`config.mk`:
```
export PLATFORM = sky130hd
export DESIGN_NAME = bmt_ram
export DESIGN_NICKNAME = d
export VERILOG_FILES = /design/src/hdl/bmt_ram.sv
export SDC_FILE = /design/constraint.sdc
export NUM_CORES = 1
export LEC_CHECK = 0
export BUFFER_PORTS_ARGS = -buffer_cell sky130_fd_sc_hd__clkbuf_2
export CORE_MARGIN = 2
export CORE_UTILIZATION = 56
export DETAILED_ROUTE_END_ITERATION = 7
export PLACE_DENSITY = 0.74
export SYNTH_ARGS = -nofsm -noshare
export SYNTH_HDL_FRONTEND = slang
export SYNTH_SLANG_ARGS = --single-unit
export TNS_END_PERCENT = 30
```
`constraint.sdc`:
```
create_clock -name clock -period 4.85 [get_ports clock]
set_clock_uncertainty 0.1 [all_clocks]
set_input_delay 0.97 -clock clock [delete_from_list [all_inputs] [get_ports clock]]
set_output_delay 0.97 -clock clock [all_outputs]
set_load 0.02 [all_outputs]
```
`src/hdl/bmt_ram.sv`:
```
`timescale 1ns / 1ps
// ----------------------------------------------------------------------------
// bmt_ram
// Generic single-port RAM, one write or read a cycle, registered read data.
// ----------------------------------------------------------------------------
module bmt_ram #(
   parameter int WIDTH = 8,
   parameter int DEPTH = 16
) (
   input  logic                     clock,
   input  logic                     we,
   input  logic [$clog2(DEPTH)-1:0] addr,
   input  logic [WIDTH-1:0]         wdata,
   output logic [WIDTH-1:0]         rdata
);

   logic [WIDTH-1:0] mem [DEPTH];
   logic [WIDTH-1:0] rdata_ff;

   always_ff @(posedge clock) begin
      if (we) begin
         mem[addr] <= wdata;
      end
      rdata_ff <= mem[addr];
   end

   assign rdata = rdata_ff;

endmodule

```
[Word level (Yosys, flattened, before mapping)]
Memory sizes are Yosys's and may differ from the RTL's. A register that Yosys moved wholly into a read port is not among the register bits.
Index checks and enable logic that the tools add are counted.
Storage, ports and cells
  register bits after elaboration: 0
  memory bits (writable): 128
  input bits: 14
  output and inout bits: 8
  word-level logic and storage cells: 3
  memories: 1
Cells by class
  mux-type cells: 2
Memory list
  mem: depth 16, width 8, rd ports 1, clocked after Yosys merged registers in 1, wr ports 1, RTL line 17  | logic [WIDTH-1:0] mem [DEPTH];
Operator list (count)
  1-bit 2-to-1 mux: 2

[Logic depth before layout (Yosys ltp)]
Gate-level depths: netlist of the first run.
  depth after elaboration: 2
  depth in mapped cells: 5
  mapped depth without buffers: 3

[Worst setup path after synthesis of the first run]
OpenSTA, ideal clock, no wires.
  path kind: input -> register
  from: input port addr[2]
  to: memory mem[0][0] (enable)
  setup time: 383 ps
  arrival time: 2080 ps
  setup slack: 2287 ps
  stages: 2
  path buffers: 0
  path through: or3b_2 nor3_1
RTL lines
  start: declaration: RTL line 12  | input logic [$clog2(DEPTH)-1:0] addr,
  end: declaration: RTL line 17
No word-level cell before the write port.

==> results.txt, run 1 <==
Capture instance of the worst register-to-register path: rdata[1]
Share of the synthesized area in compound gates (AO/OA/AOI/OAI): 2.37%
Largest net degree at the start of global routing: 26
Launch instance of the worst min-delay path: mem[14][1]
Worst-skew pair later-pin latency: 0.51 ns
Critical Path Source: addr[0]
Final number of max-transition violations: 0
Design internal power: 2.17 mW
Setup TNS after final layout: 0 ns
Register bit count reported by yosys: 136
Number of warnings reported in the yosys synthesis log: 0
Core Region: 0.00876 sq mm
Fin crit share: 53.8%
Largest family of logic cells by synthesized area: multiplexers
Antenna-violating nets left: 0
Root cell of the clock tree: clkbuf_8
Mapped cell area: 0.00507 sq mm
Final critical delay including setup and external delays: 2.61 ns
Average size of a mapped cell: 22.0 sq um
GRT Residual Overflow: 0
Count of endpoints failing hold in the final timing report: 0
Switch share: 19.9%
Sinks on Clock Net: 136
CP Data Required Time: 5.14 ns
# setup viols final: 0
Total of hold buffers inserted after clock tree synthesis: 0
Pleak: 1.93 nW
Max-cap check violation count: 0
Number of instances resized during post-cts repair: 0
Multiplexer fraction of the synthesized cell area: 14.2%
Kind of start point of the critical path: input port
Total Power Consumption: 2.71 mW
Row count: 34
Clock Pin Slew Worst Setup and Hold Paths: 0.05 ns
Xor/xnor cell area share of the yosys netlist: 0%
Average wire length per cell after detail routing: 25.0 um
Worst r2r src: mem[0][1]
Data arrival time at the worst-slack endpoint: 2.90 ns
Placed wire-length estimate: 5.78 mm
Length in cells of the worst reg-to-reg path: 3
Clock tree from TritonCTS: done
Drt total wl: 9.63 mm
Worst reg-to-reg setup slack: 3.41 ns
Outcome: finished clean
Number of buffers inserted to repair setup after CTS: 0
Pwr Density: 460 mW/mm^2
Sequential share of power: 48.8%
Type of the setup path with the least slack: input port to flop
Share of the core filled with cells in the final layout: 67.2%
Worst-path fanout max: 25
Fillcell total: 527
Antenna fix cells: 0
Worst setup path endpoint: rdata[6]
Transition time of the tightest slew-check pin: 0.957 ns
Drt first-iter violations: 270
FMAX: 383 MHz
Placer congestion estimate: 0.750
Gate Count Post-Synth: 230
Count of nets after finishing: 279
Die width: 99.1 um
CTS max path bufs: 2
Adder and majority gate portion of the synthesized area: 0%
Via-to-Cell Ratio: 6.29
Count of unresolved DRC violations after routing: 0
Number of antenna violations at the first check in global routing: 0
Detailed-route via count: 2422
Combinational share of power: 4.6%
H-tree depth: 4
Simple-gate portion of the synthesized area: 3.21%
RSZ-0062 raised after global routing: no
Netlist cell types: 18
Worst min path class: flop to flop
DR pass1 iterations: 5
Sequential element share of the synthesized area: 79.0%
Via count of the first global-routing pass: 2450
Synth Net Count: 244
Worst slew margin: 36.0%
Starting density of the core: 57.8%
Die area: 0.00983 sq mm
Top Ports: 22
Vert. Die Dim: 99.1 um
Fraction of final layout cells sized beyond drive strength 1: 32.5%
Global-route wire length before repair: 14.6 mm
I/O Buffers: 21
CP endpoint kind: flop
Signed area change from the synthesized netlist to the final layout: 16.2%
Total Routing Usage GR: 21.6%
Clock network fraction of total power: 46.6%
Peak ir drop on the vdd network: 0.000229 V
Net Sw Power: 0.539 mW
Clock buffer count from CTS: 17
==> layout by cell type, fill, tap and decap left out <==
master and n:
clkbuf_16 16, nand2b_1 2, nand3b_1 2, clkbuf_8 3, clkinvlp_4 3, dfxtp_1 8
clkinv_2 2, clkbuf_1 1, edfxtp_1 128, buf_4 6, a22oi_1 16, mux4_2 32
nor2b_1 2, clkinv_4 3, clkbuf_2 21, and2_1 1, nand2_1 9, nor3_1 4
nand3_1 1, bufinv_16 3, or3b_2 1, nor2_1 13
==> area by class of cell <==
| type | instances | area (sq um) | area share (%) |
|---|---|---|---|
| Multi-Input combinational cell | 83 | 1000 | 17.0 |
| Sequential cell | 136 | 4000 | 68.0 |
| Clock buffer | 20 | 445 | 7.57 |
| Clock inverter | 11 | 149 | 2.53 |
| Tap cell | 108 | 135 | 2.30 |
| Timing Repair Buffer | 27 | 150 | 2.55 |
==> sequential cells by signal, summed over array words and instances (netlist names) <==
register	flops
mem	128
rdata	8
==> worst min path at each step <==
| stage | cells after the start | to |
|---|---|---|
| 4_1_cts | 3 | rdata[1] |
| 3_3_place_gp | 3 | rdata[4] |
| 3_5_place_dp | 3 | rdata[1] |
| 2_1_floorplan | 3 | rdata[0] |
| 6_report | 3 | rdata[1] |
| 5_1_grt | 3 | rdata[5] |
==> critical path, stage by stage <==
cell	delay, ns
clkbuf_2	0.59
buf_4	0.44
mux4_2	0.54
a22oi_1	0.27
nand2_1	0.09
==> layer usage <==
metal,vias up,GRT usage [%],part of all wire [%]
li1,1038,-,-
met1,1242,29.6,40
met2,129,33.0,51
met3,13,6.89,7.7
met4,0,8.85,1.5
met5,-,0,0
==> kinds of logic after synthesis <==
| logic type | Yosys count |
|---|---|
| DFF | 136 |
| and+or+nand+nor | 35 |
| muxes | 32 |
| AOI/OAI and AO/OA | 16 |
| buffers and inverters | 11 |
==> per-stage QoR <==
| step | cell area (sq um) | std cells | worst slack (ns) | hold WS (ns) |
|---|---|---|---|---|
| 2_1_floorplan | 5070 | 230 | 2.29 | 0.535 |
| 3_3_place_gp | 5290 | 354 | 1.64 | 0.551 |
| 3_5_place_dp | 5290 | 354 | 1.66 | 0.556 |
| 4_1_cts | 5890 | 385 | 2.19 | 0.569 |
| 5_1_grt | 5890 | 385 | 2.06 | 0.602 |
| 6_report | 5890 | 385 | 2.24 | 0.566 |
==> cell usage after synthesis, drive strengths merged <==
library cell	instances	area, sq um
nor2b	2	12.5
and2	1	6.26
mux4	32	721
nand3	1	5.00
clkbuf	3	12.5
buf	8	47.5
nand2	9	33.8
nor2	13	48.8
nand2b	2	12.5
edfxtp	128	3840
or3b	1	8.76
nor3	4	20.0
a22oi	16	120
nand3b	2	15.0
dfxtp	8	160
==> power by group through the flow <==
| stage | Clock [mW] | Sequential, mW | Combinational (mW) |
|---|---|---|---|
| 5_1_grt | 1.33 | 1.32 | 0.135 |
| 2_1_floorplan | 0 | 1.35 | 0.0677 |
| 3_3_place_gp | 0 | 1.34 | 0.123 |
| 6_report | 1.26 | 1.32 | 0.125 |
| 4_1_cts | 1.28 | 1.32 | 0.126 |
| 3_5_place_dp | 0 | 1.35 | 0.125 |
Note: power is estimated with default switching activity, not from simulation.
==> run 2, diff against run 1 <==
Settings changed: ABC_AREA set to 1, PLACE_DENSITY 0.74 to 0.73.
Clock period 4.85 ns to 2.7 ns, I/O delays scaled along.
==> results.txt, run 2 <==
Outcome: finished clean
Signed area change from the synthesized netlist to the final layout: 16.0%
Cell with the most instances after synthesis: nand2_1
Commonest non-fill, non-tap cell in the layout: nand2_1
Drt total wl: 12.0 mm
Cell class contributing the biggest share of worst-path delay: flip-flops
Area occupied by multi-input gates: 0.00139 sq mm
DR pass1 iterations: 5
Max FFs per register: 128
Adder and majority gate portion of the synthesized area: 0%
Average wire length per cell after detail routing: 16.3 um
Fraction of final layout cells sized beyond drive strength 1: 11.5%
Netlist cell types: 11
Transition time of the tightest slew-check pin: 0.628 ns
Largest net degree at the start of global routing: 66
Xor/xnor cell area share of the yosys netlist: 0%
Peak ir drop on the vdd network: 0.000463 V
Worst Hold Slack: 0.429 ns
Die area: 0.0108 sq mm
Type of the setup path with the least slack: flop to output port
Root cell of the clock tree: clkbuf_8
Share of the core filled with cells in the final layout: 66.7%
Register bit count reported by yosys: 136
Number of instances resized during post-cts repair: 0
Cell type with the highest aggregate area in the netlist: edfxtp_1
Sinks on Clock Net: 136
Via count of the first global-routing pass: 3616
Clock tree from TritonCTS: done
H-tree depth: 4
Top FF cell, synth: edfxtp_1
Total non-filler cell area in the finished layout: 0.00648 sq mm
Final critical delay including setup and external delays: 1.64 ns
Kind of start point of the critical path: flop
CP Data Required Time: 2.06 ns
Slack of the critical path: 1.06 ns
DP Cell Count: 699
Number of warnings reported in the yosys synthesis log: 0
Number of antenna violations at the first check in global routing: 0
Worst setup slack after placement: 0.647 ns
Total Power Consumption: 4.95 mW
Top Ports: 22
Fillcell total: 741
Fin crit share: 60.6%
CTS max path bufs: 2
Row count: 36
Final standard cell count with taps included and fillers excluded: 731
Sequential element share of the synthesized area: 71.6%
Simple-gate portion of the synthesized area: 24.8%
Count of nets after finishing: 599
Slowest cell delay on critical path: 0.32 ns
Clock buffer count from CTS: 17
Cell-by-cell trace of the critical path: clkbuf_2
Synth top area cells: edfxtp_1 (69%), nand2_1 (23%), dfxtp_1 (2.9%), inv_1 (1.4%), nor2_1 (1.2%)
Multiplexer fraction of the synthesized cell area: 0%
Total of hold buffers inserted after clock tree synthesis: 0
Starting density of the core: 57.5%
Cell Area, Placed: 0.00590 sq mm
Most frequent cells in the layout: nand2_1 (346), edfxtp_1 (128), inv_1 (21), clkbuf_2 (21), nor2_1 (18)
Largest Register: mem
Mapped cell area: 0.00559 sq mm
Synth Net Count: 562
Number of buffers inserted to repair setup after CTS: 0
Pwr Density: 763 mW/mm^2
Count of endpoints failing hold in the final timing report: 0
Detailed-route via count: 3743
Pleak: 2.82 nW
Total Routing Usage GR: 23.9%
Vert. Die Dim: 104 um
Antenna fix cells: 0
Fraction of post-synthesis cell area in the top cell type by area: 68.7%
GRT Residual Overflow: 0
Average size of a mapped cell: 10.2 sq um
FMAX: 611 MHz
Die width: 104 um
CP endpoint kind: output port
Worst-skew pair later-pin latency: 0.52 ns
Antenna-violating nets left: 0
Gate Count Post-Synth: 548
Drt first-iter violations: 342
I/O Buffers: 21
Via-to-Cell Ratio: 5.12
Placed wire-length estimate: 7.40 mm
Worst-path fanout max: 1
Cell with the largest stage delay on the worst path: dfxtp_1
Data arrival time at the worst-slack endpoint: 1.00 ns
FF/Latch Area: 0.00400 sq mm
Setup TNS after final layout: 0 ns
Top post-synthesis cells by count: nand2_1 (346), edfxtp_1 (128), inv_1 (21)
Core Region: 0.00973 sq mm
RSZ-0062 raised after global routing: no
Global-route wire length before repair: 19.0 mm
# setup viols final: 0
Count of unresolved DRC violations after routing: 0
Worst min path class: input port to flop
Max-cap check violation count: 0
Share of the synthesized area in compound gates (AO/OA/AOI/OAI): 0%
Share of flip-flops with an asynchronous set or reset after synthesis: 0%
Placer congestion estimate: 0.848
Largest family of logic cells by synthesized area: simple AND/OR/NAND/NOR gates
Buffer and inverter count on the worst path: 1
Final number of max-transition violations: 0
Clock Pin Slew Worst Setup and Hold Paths: 0.06 ns
Worst slew margin: 58.0%
EDFF count, synth: 128
==> run 2: changes by cell type in the layout (fill, tap and decap cells not counted), sizes merged, moves of 5 or more <==
cell | before | now
a22oi | 16 | 0
nor2 | 13 | 18
buf | 6 | 18
mux4 | 32 | 0
inv | 0 | 22
nand2 | 9 | 346
==> run 2: worst paths after layout <==
path	start	endpoint	slack [ns]	cells after the start
worst max-delay path	rdata[4]	rdata[4]	1.06	1
worst min-delay path	wdata[2]	mem[0][2]	0.43	1
worst max register to register	mem[2][0]	rdata[0]	1.55	8
worst min register to register	mem[11][7]	rdata[7]	0.62	8
==> run 2: layout make-up <==
type	instances	share of cell area, %
Clock buffer	23	7.20
Clock inverter	9	1.89
Inverter	23	1.33
Multi-Input combinational cell	368	21.4
Sequential cell	136	61.7
Tap cell	133	2.57
Timing Repair Buffer	39	3.90
==> run 2: kinds of logic (layout without fill, tap and decap cells) <==
logic type             count (synthesis)  after routing
buffers and inverters                 44             94
flip-flops                           136            136
AND/OR/NAND/NOR                      368            368
==> run 2: power breakdown <==
group          internal [mW]  total, mW  leakage, nW  switching [mW]
registers               2.36       2.37         1.22          0.0127
logic                 0.0800      0.300         1.30           0.220
clock network           1.47       2.27        0.292           0.800
total                   3.91       4.95         2.82            1.03
==> run 2: routing by layer <==
layer | track usage, % | up-vias | wire length (um)
li1 | - | 1822 | -
met1 | 32.3 | 1738 | 5030
met2 | 37.1 | 152 | 5660
met3 | 6.64 | 31 | 936
met4 | 9.94 | 0 | 325
met5 | 0 | - | 0
==> run 3, diff against run 2 <==
Settings changed: ABC_AREA 1 to 0, CORE_UTILIZATION 56 to 54, PLACE_DENSITY 0.73 to 0.74.
Clock period 2.7 ns to 1.32 ns, I/O delays scaled along.
==> results.txt, run 3 (synthesis gave the netlist of run 1 again) <==
Outcome: finished with violations
Violated checks: setup timing
Root cell of the clock tree: clkbuf_8
Average wire length per cell after detail routing: 23.4 um
Area occupied by multi-input gates: 0.00121 sq mm
Final standard cell count with taps included and fillers excluded: 409
Worst slew margin: 35.5%
Kind of start point of the critical path: flop
Largest net degree at the start of global routing: 18
Placer congestion estimate: 0.819
Peak ir drop on the vdd network: 0.000922 V
Clock buffer count from CTS: 17
DP Cell Count: 377
Detailed-route via count: 2420
Length in cells of the worst reg-to-reg path: 3
Data arrival time at the worst-slack endpoint: 1.69 ns
Antenna fix cells: 0
Pwr Density: 1560 mW/mm^2
Slack of the critical path: -0.0768 ns
Worst r2r src: mem[11][3]
Die area: 0.0102 sq mm
Count of unresolved DRC violations after routing: 0
Number of antenna violations at the first check in global routing: 0
I/O Buffers: 21
Max-cap check violation count: 0
CTS max path bufs: 2
Vert. Die Dim: 101 um
GRT Residual Overflow: 0
Capture instance of the worst register-to-register path: rdata[3]
Top Ports: 22
RSZ-0062 raised after global routing: yes
Pleak: 2.12 nW
Clock network fraction of total power: 45.2%
Clock Pin Slew Worst Setup and Hold Paths: 0.06 ns
Row count: 35
Antenna-violating nets left: 0
Starting density of the core: 55.4%
Total of hold buffers inserted after clock tree synthesis: 0
Total Power Consumption: 10.0 mW
Number of buffers inserted to repair setup after CTS: 0
Worst-path fanout max: 1
Global-route wire length before repair: 14.7 mm
Max FFs per register: 128
Fin crit share: 106%
Fillcell total: 532
Total Routing Usage GR: 20.9%
Worst-skew pair later-pin latency: 0.52 ns
Net Sw Power: 2.08 mW
Worst reg-to-reg setup slack: -0.08 ns
Sinks on Clock Net: 136
Largest Register: mem
CP endpoint kind: flop
Fraction of final layout cells sized beyond drive strength 1: 49.7%
Combinational share of power: 6.3%
Clock tree from TritonCTS: done
Placed wire-length estimate: 6.23 mm
Die width: 101 um
Most frequent cells in the layout: edfxtp_1 (128), mux4_2 (32), clkbuf_16 (16)
Critical Path Source: mem[11][3]
Drt first-iter violations: 178
FF/Latch Area: 0.00401 sq mm
Endpoint, Worst Hold: mem[6][6]
H-tree depth: 4
Worst Hold Slack: 0.0740 ns
DR pass1 iterations: 4
Final critical delay including setup and external delays: 1.40 ns
Drt total wl: 9.58 mm
Final number of max-transition violations: 0
Commonest non-fill, non-tap cell in the layout: edfxtp_1
Via-to-Cell Ratio: 5.92
Launch instance of the worst min-delay path: wdata[6]
Design internal power: 7.97 mW
Type of the setup path with the least slack: flop to flop
FMAX: 716 MHz
Cell count of the worst hold path: 1
Transition time of the tightest slew-check pin: 0.966 ns
Core Region: 0.00915 sq mm
Switch share: 20.7%
Via count of the first global-routing pass: 2562
CP Data Required Time: 1.61 ns
Share of the core filled with cells in the final layout: 70.6%
Signed area change from the synthesized netlist to the final layout: 27.5%
Sequential share of power: 48.5%
Count of endpoints failing hold in the final timing report: 0
Worst min path class: input port to flop
Count of nets after finishing: 299
# setup viols final: 12
-- run 3: power groups by stage --
stage	logic [mW]	clock network [mW]	registers, mW
5_1_grt	0.674	4.77	4.88
3_3_place_gp	0.551	0	4.94
6_report	0.635	4.54	4.87
2_1_floorplan	0.297	0	4.97
3_5_place_dp	0.563	0	4.95
4_1_cts	0.616	4.59	4.87
-- run 3: worst max-delay path, stage by stage (launching register included) --
cell and delay (ns):
edfxtp_1 0.36, mux4_2 0.50, a22oi_2 0.22, nand2_2 0.10
-- run 3: how the worst max path moves through the flow --
stage,endpoint,slack [ns],depth (start not counted)
after floorplan,mem[0][0],-0.18,2
after global placement,rdata[3],-0.43,5
after detailed placement,rdata[3],-0.46,5
after CTS,rdata[3],-0.07,3
after global routing,rdata[7],-0.10,3
final,rdata[3],-0.08,3
-- run 3: timing repair --
item,CTS,global route
gates resized for setup,27,14
pin swaps,5,5
endpoints found under the setup margin,16,16
-- run 3: layout make-up --
class / count / share of cell area [%]
sequential: 136 / 62.1
clock buffer: 21 / 7.11
multi-input combinational: 83 / 18.7
clock inverter: 11 / 1.90
tap: 111 / 2.15
timing repair buffer: 47 / 8.02
-- run 3: layer usage --
metal	vias to the layer above	wire length [um]	track usage (%)
met2	59	4900	32.4
met5	-	0	0
li1	1078	-	-
met4	0	114	7.69
met3	7	368	6.17
met1	1276	4190	28.5
-- run 3: per-stage QoR --
step           area, sq um  setup slack, ns  TNS [ns]
2_1_floorplan         5250           -0.178     -7.18
3_3_place_gp          5740           -0.425    -34.87
3_5_place_dp          5740           -0.460    -36.38
4_1_cts               6420          -0.0703    -0.760
5_1_grt               6460           -0.104    -0.880
6_report              6460          -0.0768    -0.358
