<file path="src/hdl/bmt_pkg.sv">
`timescale 1ns / 1ps
// ----------------------------------------------------------------------------
// bmt_pkg
// Shared widths, command and status codes, sequencer states and the search
// summary that the scan unit hands to the top level.
// ----------------------------------------------------------------------------
package bmt_pkg;

   localparam int KEY_W    = 48;
   localparam int CB_W     = 10;
   localparam int CAP_W    = 11;
   localparam int STATUS_W = 2;
   localparam int KIND_W   = 3;
   localparam int REC_W    = 64;

   // stored word: {valid, key, cblock, recency}
   localparam int WORD_W = 1 + KEY_W + CB_W + REC_W;

   localparam logic [KIND_W-1:0] KIND_LOOKUP     = 3'd0;
   localparam logic [KIND_W-1:0] KIND_LOAD       = 3'd1;
   localparam logic [KIND_W-1:0] KIND_REMOVE     = 3'd2;
   localparam logic [KIND_W-1:0] KIND_REMOVE_ANY = 3'd3;
   localparam logic [KIND_W-1:0] KIND_RENAME     = 3'd4;

   localparam logic [STATUS_W-1:0] STATUS_OK        = 2'd0;
   localparam logic [STATUS_W-1:0] STATUS_MISS      = 2'd1;
   localparam logic [STATUS_W-1:0] STATUS_FULL      = 2'd2;
   localparam logic [STATUS_W-1:0] STATUS_NOT_FOUND = 2'd3;

   localparam logic [CAP_W-1:0] CAP_RESET = 11'd1024;

   typedef enum logic [1:0] {
      ST_CLEAR,
      ST_IDLE,
      ST_SCAN,
      ST_WRITE
   } state_type;

   typedef struct packed {
      logic             hit;
      logic [CB_W-1:0]  hit_cb;
      logic             free_found;
      logic             best_found;
      logic [KEY_W-1:0] best_key;
      logic [CB_W-1:0]  best_cb;
   } search_type;

endpackage

</file>
<file path="src/hdl/bmt_scan.sv">
`timescale 1ns / 1ps
// ----------------------------------------------------------------------------
// bmt_scan
// Search unit: takes one read-back word a cycle and keeps the first key
// match, the first free slot and the newest valid entry.
// ----------------------------------------------------------------------------
module bmt_scan #(
   parameter int AW = 10
) (
   input  logic                        clock,
   input  logic                        start,
   input  logic                        rd_valid,
   input  logic [AW-1:0]               rd_idx,
   input  logic [bmt_pkg::WORD_W-1:0]  rd_word,
   input  logic [bmt_pkg::KEY_W-1:0]   match_key,
   output bmt_pkg::search_type         result,
   output logic [AW-1:0]               hit_idx,
   output logic [AW-1:0]               free_idx,
   output logic [AW-1:0]               best_idx
);

   bmt_pkg::search_type             res_ff, res_in;
   logic [AW-1:0]                   hit_idx_ff, hit_idx_in;
   logic [AW-1:0]                   free_idx_ff, free_idx_in;
   logic [AW-1:0]                   best_idx_ff, best_idx_in;
   logic [bmt_pkg::REC_W-1:0]       best_rec_ff, best_rec_in;

   logic                            w_valid;
   logic [bmt_pkg::KEY_W-1:0]       w_key;
   logic [bmt_pkg::CB_W-1:0]        w_cb;
   logic [bmt_pkg::REC_W-1:0]       w_rec;

   assign {w_valid, w_key, w_cb, w_rec} = rd_word;

   always_comb begin
      res_in      = res_ff;
      hit_idx_in  = hit_idx_ff;
      free_idx_in = free_idx_ff;
      best_idx_in = best_idx_ff;
      best_rec_in = best_rec_ff;
      if (start) begin
         res_in.hit        = 1'b0;
         res_in.free_found = 1'b0;
         res_in.best_found = 1'b0;
      end else if (rd_valid) begin
         if (w_valid && w_key == match_key && !res_ff.hit) begin
            res_in.hit    = 1'b1;
            res_in.hit_cb = w_cb;
            hit_idx_in    = rd_idx;
         end
         if (!w_valid && !res_ff.free_found) begin
            res_in.free_found = 1'b1;
            free_idx_in       = rd_idx;
         end
         // strict compare: on equal stamps the lower index stays
         if (w_valid && (!res_ff.best_found || w_rec > best_rec_ff)) begin
            res_in.best_found = 1'b1;
            res_in.best_key   = w_key;
            res_in.best_cb    = w_cb;
            best_idx_in       = rd_idx;
            best_rec_in       = w_rec;
         end
      end
   end

   always_ff @(posedge clock) begin
      res_ff      <= res_in;
      hit_idx_ff  <= hit_idx_in;
      free_idx_ff <= free_idx_in;
      best_idx_ff <= best_idx_in;
      best_rec_ff <= best_rec_in;
   end

   assign result   = res_ff;
   assign hit_idx  = hit_idx_ff;
   assign free_idx = free_idx_ff;
   assign best_idx = best_idx_ff;

endmodule

</file>
<file path="config.mk">
export PLATFORM = sky130hd
export DESIGN_NAME = bmt_scan
export DESIGN_NICKNAME = d
export VERILOG_FILES = /design/src/hdl/bmt_pkg.sv /design/src/hdl/bmt_scan.sv
export SDC_FILE = /design/constraint.sdc
export NUM_CORES = 1
export LEC_CHECK = 0
export ABC_AREA = 0
export BUFFER_PORTS_ARGS = -buffer_cell sky130_fd_sc_hd__buf_2
export CAP_MARGIN = 20
export CORE_ASPECT_RATIO = 0.75
export CORE_MARGIN = 8
export CORE_UTILIZATION = 25
export DETAILED_ROUTE_END_ITERATION = 8
export GPL_ROUTABILITY_DRIVEN = 0
export PLACE_DENSITY = 0.46
export SYNTH_ARGS = -nofsm -noshare
export SYNTH_HDL_FRONTEND = slang
export SYNTH_SLANG_ARGS = --single-unit
</file>
<file path="constraint.sdc">
create_clock -name clock -period 13.4 [get_ports clock]
set_clock_uncertainty 0.05 [all_clocks]
set_input_delay 0 -clock clock [delete_from_list [all_inputs] [get_ports clock]]
set_output_delay 0 -clock clock [all_outputs]
set_load 0.01 [all_outputs]
</file>
==> Word level (Yosys, flattened, before mapping) <==
Index checks and enable logic that the tools add are counted.
{ "word_totals": {"reg_bits": 165, "latchBits": 0, "mem_bits_rw": 0, "romBits": 0, "elab_cells": 28, "n_memories": 0} }
{ "classes": {"addsub": 0, "n_mul": 0, "n_div": 0, "magnitude_cmp": 1, "eq_ne": 1, "n_shift": 0, "mux": 0, "n_bitwise": 1, "n_reduce_logical": 15} }
{ "ops": {"columns": ["operator", "n"], "rows": [
  ["greater-than comparator 64 bit", 1],
  ["equality test 48 bit", 1],
  ["AND reduction 3 bit", 3],
  ["AND reduction 2 bit", 3],
  ["logical AND 1 bit", 4],
  ["logical NOT 1 bit", 4],
  ["logical OR 1 bit", 1],
  ["NOT 1 bit", 1]
]} }

==> Longest topological paths before layout <==
Gate-level depths: netlist of run 1.
{ "depth": {"depth_word": 4, "mapped_depth": 8, "depth_no_buf": 8} }

==> Worst setup path before layout of run 1 <==
Ideal clock, no wire load.
{ "synth_path": {"path_type": "flip-flop to flip-flop", "from": "register best_rec_ff[62] in the netlist's numbering", "to": "register best_idx_ff[0], in the netlist best_idx[0] (enable)", "t_arrival_ns": 7.944, "setup_slack_ns": 4.739, "path_stages_with_launch": 8, "synth_period_minus_slack_ns": 8.661, "cell_sequence": "edfxtp_1 inv_1 ha_1 nand4_1 nor4_1 nand4_1 o22a_1 a21oi_1"} }
{ "synth_via": {"elab_chain_len": 4} }
{ "synth_rtl": {"columns": ["element", "line", "text"], "rows": [
  ["start: declaration", "bmt_scan.sv:26", "logic [bmt_pkg::REC_W-1:0] best_rec_ff, best_rec_in;"],
  ["start signal: assignment", "bmt_scan.sv:71", "best_rec_ff <= best_rec_in;"],
  ["greater-than comparator 64 bit", "bmt_scan.sv:56", "if (w_valid && (!res_ff.best_found || w_rec > best_rec_ff)) begin"],
  ["logical OR 1 bit", "bmt_scan.sv:56", null],
  ["logical AND 1 bit", "bmt_scan.sv:56", null],
  ["AND reduction 3 bit (no line)", null, null],
  ["end signal: assignment", "bmt_scan.sv:70", "best_idx_ff <= best_idx_in;"],
  ["end: declaration", "bmt_scan.sv:25", "logic [AW-1:0] best_idx_ff, best_idx_in;"]
]} }
No other way between the ends.
A chain may end at the register's enable or synchronous reset.

==> Worst setup path after layout of run 1 <==
{ "layout_path": {"from": "register best_rec_ff[15] in the netlist's numbering", "to": "register res_ff, in the netlist result[57] (enable)"} }
{ "layout_via": {"elab_chain_len": 4} }
{ "layout_rtl": {"columns": ["element", "line", "text"], "rows": [
  ["greater-than comparator 64 bit", "bmt_scan.sv:56", null],
  ["logical OR 1 bit", "bmt_scan.sv:56", null],
  ["logical AND 1 bit", "bmt_scan.sv:56", null],
  ["AND reduction 3 bit (no line)", null, null],
  ["end signal: assignment", "bmt_scan.sv:67", "res_ff <= res_in;"],
  ["end: declaration", "bmt_scan.sv:22", "bmt_pkg::search_type res_ff, res_in;"]
]} }
No other way between the ends.

==> flow_summary.yaml, run 1 <==
drt:
  wl_um: 21000
  vias: 5303
  drc: 0
  first_pass_iters: 4
  ant_nets: 0
  vias_per_cell: 4.03
  wl_per_cell_um: 16.0
  first_iter_violations: 214
floorplanning:
  pin_count: 285
  die-area_um2: 34200
  num_rows: 53
  die_w_um: 211
  start_util_pct: 25.4
  die_y_um: 162
  core-area_um2: 28100
clocking:
  clk_latency_ns: 0.44
  cts-root-buf: "clkbuf_16"
  ctsLongestPathBuffers: 2
  cts_buffers: 17
  cts_tree: "done"
  cts-htree-levels: 4
  cts.sinks: 165
  cts_resized: 0
  clk_pin_slew_ns: 0.07
timing:
  hold_ws_ns: 0.181
  rsz0062_at_grt: "no"
  fin_ws_ns: 9.82
  timing.final.crit_share_pct: 26.7
  report.final.slew_viol_count: 0
  fin_crit_ns: 3.58
  fmax_ghz: 0.279
  hold_viol: 0
  tns_ns: 0
  setup_viol: 0
  slew_headroom_pct: 38.0
  worst_slew_pin_slew_ns: 0.930
finish:
  num-nets-final: 1165
  area_growth_pct: 54.6
  final_cells: 1315
  drive_above_1_share_pct: 34.9
hold_path:
  hp-class: "in -> reg"
power:
  power_density_nw_per_um2: 109
  p_sw_share_pct: 23.9
  p_sw_mw: 0.288
  p_leak_nw: 4.71
  peakVddDrop_uv: 84.5
  internal_power_mw: 0.916
  p_clk_share_pct: 40.3
  seqPwrFrac_pct: 48.6
  share_comb_of_total_power_pct: 11.1
grt:
  grt_pass1_wl_um: 31900
  antenna_found_initial: 0
  overflow: 0
  grt_pass1_vias: 5670
  grtUsageTotal_pct: 12.2
  grt_start_max_net_pins: 65
yosys:
  synth_nets: 721
  synthesis.area_um2: 7130
  seq_area_frac_synth_pct: 69.1
  yosys_warnings: 0
  yosys_register_bits: 165
  netlist_instances: 473
  yosysUniqueCellTypes: 32
  syn_area_per_cell_um2: 15.1
worst_setup_path:
  cp_slowest_cell: "buf_4"
  startpoint_type: "flip-flop"
  path_cells: "inv_1, ha_1, nand4_1, nor3_1, a21boi_0, nor4_1, o22a_1, a21oi_4, buf_4"
  critPathKind: "reg -> reg"
  end_kind: "flip-flop"
  crit_required_ns: 13.40
  cp_max_fo: 64
  slowest_delay_ns: 0.81
  cp.arrival_ns: 3.58
place:
  portBuffers: 284
  dp_cells: 1146
  post-place-ws_ns: 9.25
  dp_hpwl_um: 15600
run_status:
  status: "finished clean"
flow_run:
  maxCapViolCount: 0
-- path summary, 6_finish.rpt --
path,from,to,slack (ns),cells past startpoint
max,best_rec_ff[15],result[57],9.82,9
min,rd_valid,free_idx[7],0.18,3
max reg2reg,best_rec_ff[15],result[57],9.82,9
min reg2reg,result[70],result[70],0.44,1
-- power by group through the flow --
stage               sequential [mW]  combinational (mW)  clock [mW]
detailed placement            0.597               0.104           0
finish                        0.585               0.134       0.485
global placement              0.597               0.103           0
floorplan                     0.604              0.0414           0
global route                  0.586               0.149       0.526
CTS                           0.585               0.135       0.508
-- stage by stage --
stage                     total power, mW  area, µm²  utilization, %
after global routing                 1.26      11000            39.3
final                                1.20      11000            39.3
after global placement              0.700       9080            32.4
after CTS                            1.23      11000            39.3
after floorplan                     0.645       7130               -
after detailed placement            0.700       9080            32.4
-- registers in the layout (all words and copies together), names as in the netlist --
register     cells
best_idx        10
hit_idx         10
best_rec_ff     64
result          71
free_idx        10
-- area by class of cell --
class	instances	area [µm²]
timing repair buffer	425	2820
tap	385	482
clock buffer	17	425
clock inverter	14	140
sequential	165	4920
fill	2696	17000
inverter	71	267
antenna	1	2.50
multi-input combinational	237	1960
-- critical path: cells and delay by family (launching register included) --
kind | cells | cell delay [ns]
adder cells (fa/ha/maj) | 1 | 0.30
buffers and inverters | 2 | 0.85
AND/OR/NAND/NOR | 3 | 0.59
flip-flops | 1 | 0.32
AO/OA/AOI/OAI | 3 | 1.01
-- kinds of logic after synthesis --
| group | share of synthesized area, % |
|---|---|
| and+or+nand+nor | 5.23 |
| xor gates and xnor gates | 5.53 |
| DFF | 69.1 |
| adders and majority gates | 11.2 |
| AOI/OAI and AO/OA | 5.14 |
| buffers and inverters | 3.74 |
-- layer usage --
metal,vias up,part of all wire [%],global-route usage [%],wire [µm]
met5,-,0,0,0
met4,0,1.9,4.76,396
met3,24,7.1,4.60,1480
met2,169,46,18.9,9720
met1,2458,45,15.2,9390
li1,2652,-,-,-
-- repair_timing --
action                                 in CTS  in global routing
endpoints found under the hold margin     165                  0
hold buffers                              136                  0
setup endpoints to repair                   0                  0
setup buffers                               0                  0
-- cell usage after synthesis --
cell type    n  share of area (%)
xnor2_1     31                3.8
nand2_1     13               0.68
ha_1        64                 11
and3_1       1              0.088
a211oi_1     2               0.21
o221ai_1     1               0.12
o2bb2ai_1    1               0.12
nor4b_1      1               0.12
or4_4        1               0.16
o22a_1       1               0.12
nand4_1     23                2.0
dfxtp_1      3               0.84
inv_1       71                3.7
nor4_1       8               0.70
a2bb2oi_1    1               0.12
a221o_1      1               0.14
o31a_1       1               0.12
a21o_1       7               0.74
o21ai_0      8               0.56
a21boi_0     2               0.21
xor2_1      14                1.7
nand3_1      8               0.56
a21oi_1     32                2.2
a22oi_1      1               0.11
nor2b_1      1              0.088
nor2_1       6               0.32
o211ai_1     2               0.21
edfxtp_1   162                 68
o21a_1       1               0.11
or4_1        1               0.11
nor4_2       1               0.18
nor3_1       3               0.21
-- layout by cell type, fill, tap and decap left out, types with 2 or more instances in the layout --
master	n
nor3_1	3
a21o_1	7
nand2_1	13
o211ai_1	2
inv_6	5
clkinv_2	2
buf_2	285
nor2_1	6
a21boi_0	2
inv_8	3
buf_4	4
dfxtp_1	3
a21oi_1	31
xnor2_1	31
xor2_1	14
inv_1	71
nand3_1	8
o21ai_0	8
a211oi_1	2
dlygate4sd3_1	136
edfxtp_1	162
nor4_1	8
ha_1	64
clkinvlp_4	3
nand4_1	23
clkbuf_16	17
Note: power is estimated with default switching activity, not from simulation.
==> run 2: changes to the inputs <==
--- a/config.mk
+++ b/config.mk
@@ -5,7 +5,7 @@
 export SDC_FILE = /design/constraint.sdc
 export NUM_CORES = 1
 export LEC_CHECK = 0
-export ABC_AREA = 0
+export ABC_AREA = 1
 export BUFFER_PORTS_ARGS = -buffer_cell sky130_fd_sc_hd__buf_2
 export CAP_MARGIN = 20
 export CORE_ASPECT_RATIO = 0.75
@@ -13,7 +13,7 @@
 export CORE_UTILIZATION = 25
 export DETAILED_ROUTE_END_ITERATION = 8
 export GPL_ROUTABILITY_DRIVEN = 0
-export PLACE_DENSITY = 0.46
+export PLACE_DENSITY = 0.47
 export SYNTH_ARGS = -nofsm -noshare
 export SYNTH_HDL_FRONTEND = slang
 export SYNTH_SLANG_ARGS = --single-unit
==> constraint.sdc (replaced) <==
create_clock -name clock -period 3.1 [get_ports clock]
set_clock_uncertainty 0.05 [all_clocks]
set_input_delay 0 -clock clock [delete_from_list [all_inputs] [get_ports clock]]
set_output_delay 0 -clock clock [all_outputs]
set_load 0.01 [all_outputs]
==> run 2 against run 1 <==
Compared with the run above: maximum frequency rose by 37%; flip-flop and latch count did not move; worst hold slack improved by 0.060 ns; final cell count rose by 17%; via count rose by 18%; highest routed layer is now met5; area after synthesis rose by 9.6%; sequential power rose to 4.3 times the previous value; setup slack got worse by 9.3 ns; clock-buffer cell count did not move; total power rose to 4.4 times the previous value; largest power group unchanged; synthesized cell count rose by 43%; first-iteration DRC count rose by 60%.
==> flow_summary.yaml, run 2 <==
clocking:
  cts_tree: "done"
  cts_buffers: 17
  cts-root-buf: "clkbuf_16"
  cts.sinks: 165
  clk_latency_ns: 0.43
  ctsLongestPathBuffers: 2
  clk_pin_slew_ns: 0.07
  cts_resized: 0
  cts-htree-levels: 4
grt:
  overflow: 0
  grtUsageTotal_pct: 13.1
  grt_pass1_vias: 6515
  antenna_found_initial: 7
  grt_pass1_wl_um: 37000
  grt_start_max_net_pins: 73
finish:
  final_cells: 1538
  num-nets-final: 1366
  fin_util_pct: 38.0
  area_growth_pct: 50.9
  stdcell_area_um2: 11800
  layout_common_cells: "284 x buf_2, 162 x edfxtp_1, 137 x dlygate4sd3_1, 128 x inv_1, 115 x nand2_1"
  drive_above_1_share_pct: 31.1
  largest_reg_flops: 71
  n_fill_cell: 3074
  mostFrequentLayoutCell: "buf_2"
flow_run:
  maxCapViolCount: 0
worst_setup_path:
  crit_top_cell: "nand2_1"
  r2r-start: "best_rec_ff[49]"
  slowest_delay_ns: 0.37
  rr_endpoint: "best_rec_ff[46]"
  path_cells: "inv_1, ha_1, nand2_1, nor4_2, nand2_1, nor2_2, nand2_1, nand2_1, nand2_2, a21oi_4, buf_12"
  end_kind: "flip-flop"
  startpoint_type: "flip-flop"
  cp_max_fo: 72
  r2r.worst_path.cells: 11
  rrSetupSlack_ns: 0.49
  cp-startpoint: "best_rec_ff[49]"
  cp.arrival_ns: 2.64
  crit_required_ns: 3.13
  cp_slowest_cell: "buf_12"
  critPathKind: "reg -> reg"
  cp.buffers_inverters: 2
  crit_family: "simple AND/OR/NAND/NOR gates"
timing:
  rsz0062_at_grt: "no"
  fmax_ghz: 0.383
  fin_crit_ns: 2.61
  worst_slew_pin_slew_ns: 0.932
  hold_ws_ns: 0.241
  report.final.slew_viol_count: 0
  hold_viol: 0
  setup_viol: 0
  timing.final.crit_share_pct: 84.2
  fin_ws_ns: 0.491
  slew_headroom_pct: 37.5
hold_path:
  hold-path-endpoint: "result[69]"
  hp-class: "in -> reg"
  hold_start: "rd_word[73]"
  min_path_cells: 2
floorplanning:
  die-area_um2: 37200
  die_y_um: 169
  core-area_um2: 31000
  pin_count: 285
  start_util_pct: 25.2
  num_rows: 56
  die_w_um: 220
drt:
  wl_per_cell_um: 16.0
  vias: 6269
  first_iter_violations: 343
  drc: 0
  vias_per_cell: 4.08
  ant_nets: 0
  first_pass_iters: 4
  wl_um: 24700
yosys:
  syn_area_per_cell_um2: 11.6
  synth_area_leaders: "edfxtp_1 62%, ha_1 10%, inv_1 6.2%"
  synthArstFlopShare_pct: 0
  synth_edf_count: 162
  synth.top_cell.area_share_pct: 62.3
  ys_top_cells_by_count: "162 x edfxtp_1, 128 x inv_1, 116 x nand2_1"
  yosysUniqueCellTypes: 32
  yosys_warnings: 0
  yosysMostFrequentCell: "edfxtp_1"
  netlist_instances: 675
  yosys_register_bits: 165
  synth_nets: 923
  synth_area_leader_cell: "edfxtp_1"
  synthesis.area_um2: 7810
  seq_area_frac_synth_pct: 63.1
  ys.flop_type: "edfxtp_1"
place:
  placed_area_um2: 9830
  dp_cells: 1368
  post-place-ws_ns: 0.485
  portBuffers: 284
  dp_hpwl_um: 19400
power:
  p_leak_nw: 5.35
  p_sw_share_pct: 26.2
  p_sw_mw: 1.39
  peakVddDrop_uv: 331
  seqPwrFrac_pct: 47.6
  share_comb_of_total_power_pct: 12.8
  p_clk_share_pct: 39.7
  internal_power_mw: 3.93
  power_density_nw_per_um2: 452
run_status:
  status: "finished clean"
[run 2: changes by cell type in the layout (fill, tap and decap cells not counted), moves of 5 or more]
cell	previous run	this run
o21ai_1	0	7
nor2_1	6	35
or2_1	0	15
inv_1	71	128
a21o_1	7	1
xnor2_1	31	7
xor2_1	14	5
nor2_2	0	5
nand3_1	8	13
nand2_1	13	115
or2_2	0	9
[run 2: cells by family after synthesis]
| family | count (synthesis) | share of synthesized area (%) |
|---|---|---|
| buffers and inverters | 132 | 6.35 |
| AND/OR/NAND/NOR | 250 | 15.3 |
| AO/OA/AOI/OAI | 52 | 3.69 |
| adder cells (fa/ha/maj) | 64 | 10.3 |
| XOR/XNOR | 12 | 1.35 |
| flip-flops | 165 | 63.1 |
[run 2: power groups by stage]
stage	Clock [mW]	Sequential, mW	Combinational [mW]
after CTS	2.19	2.53	0.690
after global placement	0	2.58	0.545
after detailed placement	0	2.58	0.550
after global routing	2.27	2.54	0.767
after floorplan	0	2.60	0.243
final	2.11	2.53	0.679
[run 2: stage by stage]
step,power (mW),setup TNS (ns)
final,5.32,0
after global routing,5.58,0
after CTS,5.42,0
after detailed placement,3.13,0
after global placement,3.13,0
after floorplan,2.84,-113.97
[run 2: layout make-up]
class                   count  area [µm²]  share of cell area [%]
well taps                 406         508                    4.31
clock inverters            15         155                    1.32
diodes                      1        2.50                  0.0212
inverters                 132         495                    4.21
repair buffers            424        2840                    24.1
flip-flops and latches    165        4920                    41.8
multi-input cells         378        2430                    20.6
clock buffers              17         425                    3.61
[run 2: per-layer routing]
layer  up-vias  routed length [µm]  track usage (%)  share of wire (%)
met3        22                1650             3.87                6.7
met1      2877               11300             17.2                 46
met2       169               11400             20.8                 46
met4         4                 289             3.16                1.2
li1       3197                   -                -                  -
met5         -                  26                0               0.11
[run 2: what timing repair did]
| action | in CTS | in global routing |
|---|---|---|
| setup endpoints to repair | 0 | 0 |
| hold buffers | 137 | 0 |
| setup buffers | 0 | 0 |
| hold endpoints to repair | 175 | 0 |
[run 2: worst max path at each step]
stage                                 end  slack, ns  cells past startpoint
after floorplan               best_idx[0]      -0.86                     10
after global placement    best_rec_ff[60]       0.48                     11
after detailed placement      best_idx[8]       0.48                     11
after CTS                     best_idx[8]       0.47                     11
after global routing      best_rec_ff[54]       0.31                     13
final                     best_rec_ff[46]       0.49                     11
